[src/hdl/lctc_pkg.sv]
// ----------------------------------------------------------------------------
// lctc_pkg
// Shared types, constants and helpers for the load-cell tare calibrator.
// ----------------------------------------------------------------------------
package lctc_pkg;

    localparam int unsigned MaxCalSamples = 4096;
    localparam int unsigned SigmaMultiple = 3;
    localparam int unsigned IdxW          = 13;

    localparam logic [1:0] CfgFactor  = 2'd0;
    localparam logic [1:0] CfgFloor   = 2'd1;
    localparam logic [1:0] CfgSamples = 2'd2;

    localparam logic signed [31:0] RstFactor  = 32'sd65536;
    localparam logic [31:0]        RstFloor   = 32'd300648;
    localparam logic [IdxW-1:0]    RstSamples = IdxW'(1000);

    typedef enum logic [1:0] {
        OP_DIV,
        OP_SQRT
    } t_op;

    typedef enum logic [3:0] {
        S_IDLE,
        S_MUL,
        S_READ,
        S_DIV,
        S_RES,
        S_MUL2,
        S_ACC,
        S_CHK,
        S_DIV2,
        S_SQRT,
        S_OUT
    } t_state;

    function automatic logic signed [31:0] f_sat32(input logic signed [63:0] v);
        if (v > 64'sh0000_0000_7FFF_FFFF) begin
            return 32'sh7FFF_FFFF;
        end else if (v < -64'sh0000_0000_8000_0000) begin
            return -32'sh8000_0000;
        end
        return v[31:0];
    endfunction

endpackage

[src/hdl/lctc_iter.sv]
// ----------------------------------------------------------------------------
// lctc_iter
// Shared restoring divider (64/32, one bit a cycle) and integer square root
// (64-bit radicand, two bits a cycle) on one compare-subtract unit.
// ----------------------------------------------------------------------------
module lctc_iter (
    input  logic             i_clk,
    input  logic             i_rst_n,
    input  logic             i_start,
    input  lctc_pkg::t_op    i_op,
    input  logic [63:0]      i_num,
    input  logic [31:0]      i_den,
    output logic             o_done,
    output logic [63:0]      o_result
);
    import lctc_pkg::*;

    logic        r_busy;
    logic        r_done;
    t_op         r_op;
    logic [6:0]  r_cnt;
    logic [35:0] r_rem;
    logic [63:0] r_num;
    logic [31:0] r_root;
    logic [31:0] r_den;

    logic [35:0] partial;
    logic [35:0] trial;
    logic [35:0] diff;
    logic        ge;

    always_comb begin
        if (r_op == OP_SQRT) begin
            partial = {r_rem[33:0], r_num[63:62]};
            trial   = {2'b00, r_root, 2'b01};
        end else begin
            partial = {r_rem[34:0], r_num[63]};
            trial   = {4'b0000, r_den};
        end
        ge   = (partial >= trial);
        diff = partial - trial;
    end

    always_ff @(posedge i_clk) begin
        if (!i_rst_n) begin
            r_busy <= 1'b0;
            r_done <= 1'b0;
            r_op   <= OP_DIV;
            r_cnt  <= '0;
        end else begin
            r_done <= 1'b0;
            if (i_start) begin
                r_busy <= 1'b1;
                r_op   <= i_op;
                r_cnt  <= (i_op == OP_SQRT) ? 7'd32 : 7'd64;
                r_rem  <= '0;
                r_num  <= i_num;
                r_root <= '0;
                r_den  <= i_den;
            end else if (r_busy) begin
                r_rem <= ge ? diff : partial;
                if (r_op == OP_SQRT) begin
                    r_num  <= {r_num[61:0], 2'b00};
                    r_root <= {r_root[30:0], ge};
                end else begin
                    r_num <= {r_num[62:0], ge};
                end
                r_cnt <= r_cnt - 7'd1;
                if (r_cnt == 7'd1) begin
                    r_busy <= 1'b0;
                    r_done <= 1'b1;
                end
            end
        end
    end

    assign o_done   = r_done;
    assign o_result = (r_op == OP_SQRT) ? {32'd0, r_root} : r_num;

endmodule
[config.mk]
export PLATFORM = sky130hd
export DESIGN_NAME = lctc_iter
export DESIGN_NICKNAME = d
export VERILOG_FILES = /design/src/hdl/lctc_pkg.sv /design/src/hdl/lctc_iter.sv
export SDC_FILE = /design/constraint.sdc
export NUM_CORES = 1
export LEC_CHECK = 0
export BUFFER_PORTS_ARGS = -buffer_cell sky130_fd_sc_hd__buf_2
export CORE_ASPECT_RATIO = 2
export CORE_MARGIN = 3
export CORE_UTILIZATION = 28
export DETAILED_ROUTE_END_ITERATION = 16
export GPL_TIMING_DRIVEN = 0
export PLACE_DENSITY = 0.48
export SLEW_MARGIN = 20
export SYNTH_ARGS = -nofsm -noshare
export SYNTH_HDL_FRONTEND = slang
export SYNTH_SLANG_ARGS = --single-unit
[constraint.sdc]
create_clock -name i_clk -period 3.67 [get_ports i_clk]
set_clock_uncertainty 0.05 [all_clocks]
set_input_delay 0.367 -clock i_clk [delete_from_list [all_inputs] [get_ports i_clk]]
set_output_delay 0.367 -clock i_clk [all_outputs]
set_load 0.005 [all_outputs]
== Word-level counts from Yosys, hierarchy flattened ==
Cells that the tools add are included.

* Bits in registers: 174
* Bits in latches: 0
* Bits in writable memories: 0
* Bits in read-only memories: 0
* Bits of input ports: 101
* Logic and storage cells: 39
* Memories: 0

* Add/sub/neg operators: 2
* Multiply operators: 0
* Divide/modulo/power cells: 0
* Order comparisons: 1
* Eq/ne operators: 3
* Shift-type cells: 0
* Multiplexer cells: 17
* Bitwise gates (word level): 2
* Reduce and logical (&&, ||, !) cells: 6

{| class="wikitable"
|+ Operators with widths
! operator !! count
|-
| two-way mux 64 bit || 4
|-
| two-way mux 35 bit || 2
|-
| two-way mux 32 bit || 2
|-
| >= comparator 36 x 34 -> 1 bit || 1
|-
| two-way mux 36 bit || 1
|-
| subtractor 35 x 34 -> 35 bit || 1
|-
| two-way mux 34 bit || 1
|-
| two-way mux 7 bit || 3
|-
| equality test 7 x 1 -> 1 bit, second input constant || 1
|-
| subtractor 7 x 1 -> 7 bit, second input constant || 1
|-
| equality test 2 x 1 -> 1 bit, second input constant || 2
|-
| two-way mux 1 bit || 4
|-
| AND reduction 2 bit || 2
|-
| nonzero test 2 bit || 2
|-
| AND reduction 3 bit || 1
|-
| OR reduction 3 bit || 1
|-
| NOT 1 bit || 2
|}

== Depth between registers and ports, before layout ==
Gate-level depths: netlist (run 1).

* Depth in word-level cells: 6
* Gate-level depth with buffers: 17

== Worst setup path before layout (run 1) ==
OpenSTA, ideal clock, no wires.

* Path type: register to register
* From: register r_op[1]
* To: register r_num[0], data pin
* Library setup time: 0.256 ns
* Arrival time: 3.363 ns
* Setup slack: 0.000 ns
* Cell stages (with the launch flop): 16
* Cell sequence: dfxtp_1 > nand2b_1 > clkbuf_1 > clkbuf_1 > clkbuf_1 > a21boi_0 > ha_1 > a21o_1 > a21o_1 > a211oi_1 > nand3_1 > and3b_1 > or2_1 > buf_4 > buf_2 > a22o_1

* Longest elaborated chain between the ends: 6

{| class="wikitable"
|+ Ends and longest elaborated chain
! element !! RTL line !! RTL
|-
| from (decl) || lctc_iter.sv:20 || <nowiki>t_op r_op;</nowiki>
|-
| from (signal assigned) || lctc_iter.sv:54 || <nowiki>r_op <= i_op;</nowiki>
|-
| equality test 2 x 1 -> 1 bit * || lctc_iter.sv:33, lctc_iter.sv:62 ||
|-
| two-way mux 36 bit / two-way mux 34 bit (equally long branches) || lctc_iter.sv:33 || <nowiki>if (r_op == OP_SQRT) begin</nowiki>
|-
| >= comparator 36 x 34 -> 1 bit || lctc_iter.sv:40 || <nowiki>ge = (partial >= trial);</nowiki>
|-
| two-way mux 64 bit * || lctc_iter.sv:62 || <nowiki>if (r_op == OP_SQRT) begin</nowiki>
|-
| two-way mux 64 bit * || lctc_iter.sv:60 || <nowiki>end else if (r_busy) begin</nowiki>
|-
| two-way mux 64 bit * || lctc_iter.sv:52 || <nowiki>if (i_start) begin</nowiki>
|-
| to (signal assigned) || lctc_iter.sv:57 || <nowiki>r_num <= i_num;</nowiki>
|-
| to (signal assigned) || lctc_iter.sv:63 || <nowiki>r_num <= {r_num[61:0], 2'b00};</nowiki>
|-
| to (signal assigned) || lctc_iter.sv:66 || <nowiki>r_num <= {r_num[62:0], ge};</nowiki>
|-
| to (decl) || lctc_iter.sv:23 || <nowiki>logic [63:0] r_num;</nowiki>
|}

Every way passes the cells marked *; elsewhere a longest branch is shown, timed or not. The select of a mux whose other input is x is not followed.
A chain may end at the register's enable or synchronous reset.

== Worst setup path after layout (run 1) ==
* From: register r_op[0]
* To: register r_rem[8], data pin

* Longest elaborated chain between the ends: 5

{| class="wikitable"
|+ Ends and longest elaborated chain
! element !! RTL line !! RTL
|-
| equality test 2 x 1 -> 1 bit * || lctc_iter.sv:33 ||
|-
| two-way mux 36 bit / two-way mux 34 bit (equally long branches) || lctc_iter.sv:33 ||
|-
| subtractor 35 x 34 -> 35 bit / >= comparator 36 x 34 -> 1 bit (equally long branches) || lctc_iter.sv:41, lctc_iter.sv:40 ||
|-
| two-way mux 35 bit * || lctc_iter.sv:61 || <nowiki>r_rem <= ge ? diff : partial;</nowiki>
|-
| two-way mux 35 bit * || lctc_iter.sv:60 ||
|-
| to (signal assigned) || lctc_iter.sv:61 ||
|-
| to (decl) || lctc_iter.sv:22 || <nowiki>logic [35:0] r_rem;</nowiki>
|}

Marked as above.

==> metrics.yaml, run 1 <==
detailed_routing:
  dr.first_iter.drc_count: 540
  via_per_inst: 5.076
  wl_per_cell_um: 20.82
  postRouteAntennaNets: 0
  drc_errors: 0
  vias: 9345
  wirelength_um: 38340
  firstDrtPassIters: 7
layout:
  final_common_cell: "nand2_1"
  multi_input_area_um2: 5618
  n_fill_cell: 3664
  fin_cells: 1841
  final_nets: 1514
  layout_common_cells: "298 x nand2_1, 165 x buf_2, 163 x edfxtp_1, 101 x a21oi_1, 59 x buf_4"
  drive_above_1_share_pct: 31.25
  regArea_um2: 5122
  syn_to_final_growth_pct: 36.76
yosys:
  yosys-top-cells-area: "edfxtp_1 48%, nand2_1 12%, a21oi_1 5.6%"
  yosysSeqAreaShare_pct: 49.71
  synthArstFlopShare_pct: 0
  yosys_most_used_dff: "edfxtp_1"
  synth.net_count: 1266
  ys_seq_elements: 174
  yosys_warnings: 0
  synth_cells: 1128
  synth.distinct_cells: 57
  netlist_area_um2: 10290
  synth_edf_count: 163
  yosysTopAreaCell: "edfxtp_1"
  yosys.area.top_type_share_pct: 47.57
  syn_area_per_cell_um2: 9.122
floorplan:
  die_width_um: 141.6
  ioPinCount: 166
  die_height_um: 277.1
  initial_core_util_pct: 28.54
  core_region_area_um2: 36050
  num_rows: 98
  dieArea_um2: 39230
global_routing:
  gr-total-overflow: 0
  grt_pass1_wl_um: 54900
  grt_pass1_vias: 9405
  track_usage_pct: 18.73
  antenna_found_initial: 2
  grt_max_degree: 53
clock_tree:
  clock_path_buffers: 2
  clock_sinks: 174
  cts_root_buffer: "clkbuf_16"
  cts_made_buffers: 17
  h-tree-depth: 4
  hold_buffers: 0
  cts_tree: "done"
  clk_pin_slew_ns: 0.07
  worst_skew_pair.late_latency_ns: 0.45
pwr:
  power_density_nw_per_um2: 485.0
  leakage_uw: 0.005945
  peakVddDrop_mv: 0.3740
critical_path:
  start_kind: "flip-flop"
  worst_ep_arrival_time_ns: 3.96
  r2r_slack_ns: -0.08
  path_class: "reg2reg"
  cp.required_ns: 3.88
  cp_max_fo: 7
  cp-end-kind: "flip-flop"
  reg2reg_depth: 15
timing:
  period_share_pct: 102.2
  slew_headroom_pct: 25.42
  period_needed_ns: 3.749
  finalHoldViolations: 0
  worst_pin_slew_ns: 1.119
  fin_setup_tns_ns: -1.245
  fmax_mhz: 266.7
  worst_slack_ns: -0.07917
  setup_violations: 29
  rsz0062_at_grt: "yes"
  drv_slew: 0
run_status:
  status: "complete, but fails checks"
  violations: "negative setup slack"
job:
  cap_violations: 0
hold_path:
  hold_depth: 1
  hold_path.class: "in2reg"
placement:
  portBuffers: 164
  place.gp.congestion: 0.8696
  placed_cells_incl_taps: 1745
  dpl.hpwl_um: 28070
[repair_timing]
| item | 4_1_cts | 5_1_grt |
|---|---|---|
| pin swaps | 26 | 41 |
| gates resized for setup | 181 | 109 |
| endpoints found under the setup margin | 39 | 37 |
| endpoints found under the hold margin | 0 | 0 |
| buffers inserted | 35 | 25 |
| cloned | 1 | 8 |
[flip-flops by register name (all words and copies together), names as in the netlist]
signal and flops:
r_op 2, r_num 64, r_cnt 7, r_den 32, r_busy 1, r_root 32
o_done 1, r_rem 35
[worst max-delay path, stage by stage, from the launching register on]
cell       delay (ns)
dfxtp_4          0.38
nor2b_4          0.30
clkbuf_16        0.23
clkbuf_16        0.15
nand2_4          0.06
a21boi_1         0.13
ha_1             0.30
a21o_1           0.18
a21o_4           0.22
a221oi_4         0.35
nor2_2           0.09
and3b_2          0.23
or2_4            0.29
clkbuf_16        0.17
clkbuf_16        0.17
a211oi_1         0.23
[layer usage]
layer  GRT usage [%]  routed length, um  vias up
li1                -                  -     4486
met1           19.19              14040     4521
met2           34.80              21030      266
met3           2.506               1313       72
met4           11.95               1960        0
met5               0                  0        -
[report_power, final]
part / total [uW] / leakage (uW) / switching, uW / internal (uW)
Sequential: 2470 / 0.00165 / 83.0 / 2390
Combinational: 2400 / 0.00400 / 1320 / 1080
Clock: 1950 / 0.000291 / 868 / 1090
Total: 6830 / 0.00595 / 2270 / 4550
[cell usage after synthesis (all sizes together), types with 2 or more instances]
| library cell | number |
|---|---|
| edfxtp | 163 |
| nor2 | 39 |
| a21boi | 33 |
| nor4 | 4 |
| buf | 15 |
| clkbuf | 53 |
| o21bai | 4 |
| nand2b | 9 |
| nand3 | 12 |
| and2 | 38 |
| nor3 | 12 |
| inv | 15 |
| a21o | 50 |
| o21a | 4 |
| nand2 | 320 |
| or3 | 4 |
| xor2 | 13 |
| a31oi | 5 |
| o22ai | 2 |
| dfxtp | 11 |
| and3b | 2 |
| nor2b | 37 |
| and3 | 5 |
| o2111ai | 2 |
| a211oi | 16 |
| xnor2 | 17 |
| mux2i | 2 |
| ha | 36 |
| o211ai | 7 |
| nand4 | 9 |
| o21ai | 56 |
| a21oi | 116 |
[final timing paths]
| check | start | endpoint |
|---|---|---|
| worst max-delay path | r_op[0] | r_rem[8] |
| worst min-delay path | i_den[21] | r_den[21] |
| worst max register to register | r_op[0] | r_rem[8] |
| worst min register to register | r_cnt[1] | r_cnt[1] |
[through the flow]
step                worst slack, ns  hold slack [ns]  cell area (um^2)  power, uW  utilization, %
detailed placement           -1.971           0.4497             11760       4273           32.63
global placement             -1.997           0.4304             11670       4258           32.38
CTS                        -0.02747          0.01156             13270       6528           36.81
floorplan                 0.0002829           0.4159             10290       3695               -
global route                -0.1612          0.01295             14070       7166           39.04
finish                     -0.07917          0.03660             14070       6825           39.04
[cells by family after synthesis]
group,synth area share (%)
multiplexers,0.1946
XOR/XNOR,2.553
AO/OA/AOI/OAI,18.23
AND/OR/NAND/NOR,21.47
flip-flops,49.71
adder cells (fa/ha/maj),4.572
buffers and inverters,3.271
[area by class of cell]
class | count | area share [%]
diodes | 2 | 0.03557
inverters | 15 | 0.4357
plain buffers | 61 | 3.966
multi-input cells | 871 | 39.92
repair buffers | 236 | 10.92
clock buffers | 18 | 3.050
well taps | 450 | 4.001
flip-flops and latches | 174 | 36.40
clock inverters | 14 | 1.271
Note: power is estimated with default switching activity, not from simulation.
==> inputs of run 2 (changes only) <==
PLACE_DENSITY = 0.46   (was 0.48)
clock period = 4 ns   (was 3.67 ns; I/O delays follow)
==> metrics.yaml, run 2 (synthesis results as in run 1) <==
timing:
  drv_slew: 0  # unchanged
  fin_hold_ws_ns: 0.06632  # +0.02972 ns
  slew_headroom_pct: 31.08  # +5.7 points
  fmax_mhz: 257.8  # -3.3%
  period_share_pct: 96.96  # -5.2 points
  worst_pin_slew_ns: 1.034  # -0.08493 ns
  fin_setup_tns_ns: 0  # +1.245 ns
  rsz0062_at_grt: "yes"
  finalHoldViolations: 0  # unchanged
  setup_violations: 0  # -100%
  period_needed_ns: 3.878  # +0.1293 ns
layout:
  drive_above_1_share_pct: 22.59  # -8.7 points
  reg_top3: "r_num x64, r_rem x35"
  syn_to_final_growth_pct: 26.03
  fin_cells: 1797  # -2.4%
  top_register: "r_num"
  multi_input_area_um2: 5066  # -9.8%
  largest_reg_flops: 64  # unchanged
  n_fill_cell: 3834  # +4.6%
  final_nets: 1471  # -2.8%
  regArea_um2: 5117  # about the same
  final_common_cell: "nand2_1"
  layout_common_cells: "319 x nand2_1, 169 x buf_2, 163 x edfxtp_1, 110 x a21oi_1, 52 x o21ai_0"
  final_cell_area_um2: 12970  # -7.8%
  post-route-util_pct: 35.97  # -3.1 points
critical_path:
  cp.required_ns: 4.20  # +0.32 ns
  cp_max_fo: 10  # +3
  start_kind: "flip-flop"
  path_class: "reg2reg"
  reg2reg_depth: 16  # +1
  rr_endpoint: "r_rem[20]"
  cp-end-kind: "flip-flop"
  worst_ep_arrival_time_ns: 4.08  # +0.12 ns
  r2r_slack_ns: 0.12  # +0.20 ns
  r2r_start: "r_op[0]"
placement:
  portBuffers: 164  # unchanged
  dpl.hpwl_um: 28720  # +2.3%
  place.gp.congestion: 0.8611  # -0.98%
  placed_cells_incl_taps: 1745  # unchanged
  placed_cell_area_um2: 11760  # unchanged
floorplan:
  ioPinCount: 166  # unchanged
  dieArea_um2: 39230  # unchanged
  num_rows: 98  # unchanged
  die_width_um: 141.6  # unchanged
  core_region_area_um2: 36050  # unchanged
  die_height_um: 277.1  # unchanged
  initial_core_util_pct: 28.54  # unchanged
clock_tree:
  worst_skew_pair.late_latency_ns: 0.45  # about the same
  cts_made_buffers: 17  # unchanged
  clock_path_buffers: 2  # unchanged
  cts_root_buffer: "clkbuf_16"
  clk_pin_slew_ns: 0.08  # about the same
  cts_tree: "done"
  clock_sinks: 174  # unchanged
  h-tree-depth: 4  # unchanged
global_routing:
  busiest_layer: "met2"
  use_met3_pct: 2.920  # +0.41 points
  grt_pass1_wl_um: 55490  # +1.1%
  gr-total-overflow: 0  # unchanged
  grt_pass1_vias: 9275  # -1.4%
  track_usage_pct: 19.00  # +0.27 points
  grt_max_degree: 59  # +11%
  grt_use_met1_pct: 19.25  # +0.062 points
  antenna_found_initial: 2  # unchanged
  grt_use_met2_pct: 36.06  # +1.3 points
detailed_routing:
  firstDrtPassIters: 5  # -2
  wirelength_um: 37520  # -2.1%
  via_per_inst: 5.052  # -0.47%
  dr.first_iter.drc_count: 475  # -12%
  drc_errors: 0  # unchanged
  vias: 9079  # -2.8%
  postRouteAntennaNets: 0  # unchanged
  wl_per_cell_um: 20.88  # +0.27%
hold_path:
  min-delay-start: "i_den[22]"
  hold_path.class: "in2reg"
  hold_depth: 1  # unchanged
  min_to: "r_den[22]"
job:
  cap_violations: 0  # unchanged
run_status:
  status: "finished, final reports clean"
pwr:
  power_density_nw_per_um2: 454.7  # -6.2%
  peakVddDrop_mv: 0.3383  # -9.6%
  leakage_uw: 0.005534  # -6.9%
## run 2: worst max-delay path by stage
stage | startpoint | end | cells after the start
finish | r_op[0] | r_rem[20] | 16
global route | r_op[0] | r_rem[34] | 15
detailed placement | r_op[1] | r_rem[24] | 16
CTS | r_op[0] | r_rem[23] | 17
floorplan | r_op[1] | r_num[0] | 15
global placement | r_op[1] | r_rem[24] | 16
## run 2: final cells by class
class / instances / area share (%)
Antenna cell: 1 / 0.01930
Inverter: 15 / 0.4727
Clock buffer: 24 / 4.380
Clock inverter: 8 / 0.5692
Timing Repair Buffer: 192 / 8.452
Buffer: 62 / 3.242
Tap cell: 450 / 4.342
Multi-Input combinational cell: 871 / 39.06
Sequential cell: 174 / 39.46
## run 2: critical path, stage by stage (launching register included)
cell       delay [ns]
dfxtp_2          0.38
nor2b_4          0.30
clkbuf_16        0.21
clkbuf_4         0.20
nand2_1          0.14
a21boi_0         0.18
ha_1             0.51
nand3_2          0.20
nor2_1           0.21
a221oi_4         0.10
nor2_1           0.14
and3b_1          0.22
or2_1            0.17
buf_6            0.16
buf_6            0.17
nor2_1           0.06
a211oi_1         0.27
## run 2: power by group
| group | internal [uW] | total (uW) | switching (uW) | leakage, uW |
|---|---|---|---|---|
| clock network | 1020 | 1840 | 816 | 0.000320 |
| logic | 737 | 1800 | 1060 | 0.00356 |
| registers | 2190 | 2260 | 72.5 | 0.00165 |
## run 2: routing by layer
metal / wire [um] / vias to the layer above
li1: - / 4405
met1: 13240 / 4344
met2: 20850 / 255
met3: 1362 / 75
met4: 2076 / 0
met5: 0 / -
## run 2: metrics by stage
step	worst slack, ns	power (uW)
after floorplan	0.3303	3391
after global placement	-1.743	3924
after detailed placement	-1.712	3933
after CTS	-0.01356	5908
after global routing	-0.02978	6208
final	0.1216	5897
## run 2: timing repair
action / CTS / global route
gates resized for setup: 99 / 26
buffers inserted: 19 / 6
setup endpoints to repair: 37 / 36
pin swaps: 9 / 10
hold buffers: 0 / 0
==> inputs of run 3 (changes only) <==
CTS_BUF_LIST = sky130_fd_sc_hd__clkbuf_16   (was unset)
==> metrics.yaml, run 3 (synthesis results as in run 1) <==
clock_tree:
  clock_path_buffers: 2  # unchanged
  clock_sinks: 174  # unchanged
  clk_pin_slew_ns: 0.08  # about the same
  worst_skew_pair.late_latency_ns: 0.45  # about the same
  h-tree-depth: 4  # unchanged
  cts_tree: "done"
  cts_root_buffer: "clkbuf_16"
  hold_buffers: 0  # unchanged
  cts_made_buffers: 17  # unchanged
timing:
  drv_slew: 0  # unchanged
  slew_headroom_pct: 31.20  # +0.12 points
  period_needed_ns: 3.880  # +0.001343 ns
  worst_pin_slew_ns: 1.032  # -0.001739 ns
  rsz0062_at_grt: "yes"
  finalHoldViolations: 0  # unchanged
  fin_hold_ws_ns: 0.06753  # +0.001208 ns
  period_share_pct: 96.99  # about the same
  worst_slack_ns: 0.1202  # -0.001343 ns
  setup_violations: 0  # unchanged
  fmax_mhz: 257.7  # about the same
global_routing:
  grt_max_degree: 59  # unchanged
  busiest_layer: "met2"
  grt_use_met2_pct: 36.06  # unchanged
  grt_pass1_wl_um: 55490  # unchanged
  use_met3_pct: 2.920  # unchanged
  grt_use_met1_pct: 19.25  # unchanged
  track_usage_pct: 19.00  # unchanged
  grt_pass1_vias: 9275  # unchanged
  gr-total-overflow: 0  # unchanged
  antenna_found_initial: 2  # unchanged
floorplan:
  die_height_um: 277.1  # unchanged
  core_region_area_um2: 36050  # unchanged
  num_rows: 98  # unchanged
  ioPinCount: 166  # unchanged
  dieArea_um2: 39230  # unchanged
  die_width_um: 141.6  # unchanged
  initial_core_util_pct: 28.54  # unchanged
placement:
  dpl.hpwl_um: 28720  # unchanged
  place.gp.congestion: 0.8611  # unchanged
  placed_cell_area_um2: 11760  # unchanged
  portBuffers: 164  # unchanged
  pre_cts_slack_ns: -1.712  # unchanged
critical_path:
  cp_max_fo: 10  # unchanged
  r2r_slack_ns: 0.12  # about the same
  worst_ep_arrival_time_ns: 4.08  # about the same
  reg2reg_depth: 16  # unchanged
  cp.required_ns: 4.20  # about the same
  start_kind: "flip-flop"
  path_class: "reg2reg"
  r2r_start: "r_op[0]"
  rr_endpoint: "r_rem[20]"
  cp-end-kind: "flip-flop"
layout:
  largest_reg_flops: 64  # unchanged
  regArea_um2: 5117  # unchanged
  syn_to_final_growth_pct: 25.94  # about the same
  final_nets: 1471  # unchanged
  top_register: "r_num"
  n_fill_cell: 3835  # +0.026%
  multi_input_area_um2: 5066  # unchanged
  layout_common_cells: "319 x nand2_1, 169 x buf_2, 163 x edfxtp_1, 110 x a21oi_1, 52 x o21ai_0"
  final_common_cell: "nand2_1"
  final_cell_area_um2: 12960  # about the same
  reg_top3: "r_num x64, r_rem x35"
  drive_above_1_share_pct: 22.59  # unchanged
  post-route-util_pct: 35.95  # about the same
pwr:
  leakage_uw: 0.005536  # about the same
  peakVddDrop_mv: 0.3368  # -0.43%
  total_power_uw: 5875  # -0.38%
  power_density_nw_per_um2: 453.3  # -0.30%
detailed_routing:
  vias: 9070  # -0.099%
  wirelength_um: 37520  # about the same
  postRouteAntennaNets: 0  # unchanged
  wl_per_cell_um: 20.88  # about the same
  dr.first_iter.drc_count: 474  # -0.21%
  firstDrtPassIters: 5  # unchanged
  drc_errors: 0  # unchanged
  via_per_inst: 5.047  # about the same
hold_path:
  hold_depth: 1  # unchanged
  min_to: "r_den[22]"
  min-delay-start: "i_den[22]"
  hold_path.class: "in2reg"
run_status:
  status: "finished, final reports clean"
job:
  cap_violations: 0  # unchanged
[run 3: cell type report]
| cell class | instances | share of cell area, % |
|---|---|---|
| antenna | 1 | 0.01931 |
| buffer | 62 | 3.244 |
| clock buffer | 22 | 4.248 |
| clock inverter | 10 | 0.6276 |
| inverter | 15 | 0.4731 |
| multi-input combinational | 871 | 39.09 |
| sequential | 174 | 39.49 |
| tap | 450 | 4.345 |
| timing repair buffer | 192 | 8.458 |
[run 3: critical path: stages, from the launching register on]
cell and delay, ns:
dfxtp_2 0.38, nor2b_4 0.30, clkbuf_16 0.21, clkbuf_4 0.20, nand2_1 0.14, a21boi_0 0.18, ha_1 0.51, nand3_2 0.20
nor2_1 0.21, a221oi_4 0.10, nor2_1 0.14, and3b_1 0.22, or2_1 0.17, buf_6 0.16, buf_6 0.17, nor2_1 0.06
a211oi_1 0.27
[run 3: worst max-delay path by stage]
| stage | start | to | slack [ns] | cells after the start |
|---|---|---|---|---|
| after CTS | r_op[0] | r_rem[23] | -0.01 | 17 |
| final | r_op[0] | r_rem[20] | 0.12 | 16 |
| after floorplan | r_op[1] | r_num[0] | 0.33 | 15 |
| after global routing | r_op[0] | r_rem[34] | -0.03 | 15 |
| after global placement | r_op[1] | r_rem[24] | -1.74 | 16 |
| after detailed placement | r_op[1] | r_rem[24] | -1.71 | 16 |
[run 3: through the flow]
step	std cells	TNS, ns
2_1_floorplan	1128	0
3_3_place_gp	1742	-231.63
3_5_place_dp	1745	-61.46
4_1_cts	1793	-0.01356
5_1_grt	1797	-0.08004
6_report	1797	0
[run 3: routing by layer]
metal | up-vias | wire (um)
met4 | 0 | 2036
met5 | - | 0
met2 | 244 | 20890
met3 | 73 | 1338
li1 | 4405 | -
met1 | 4348 | 13250
[run 3: timing repair]
item / CTS / global route
setup buffers: 19 / 6
endpoints found under the setup margin: 37 / 36
pin swaps: 9 / 10
gates resized for setup: 99 / 26
[run 3: power breakdown]
group | switching (uW) | leakage, uW | internal (uW) | total, uW
Clock | 816 | 0.000321 | 1000 | 1820
Sequential | 72.4 | 0.00165 | 2190 | 2260
Combinational | 1060 | 0.00356 | 737 | 1800
Total | 1950 | 0.00554 | 3930 | 5870
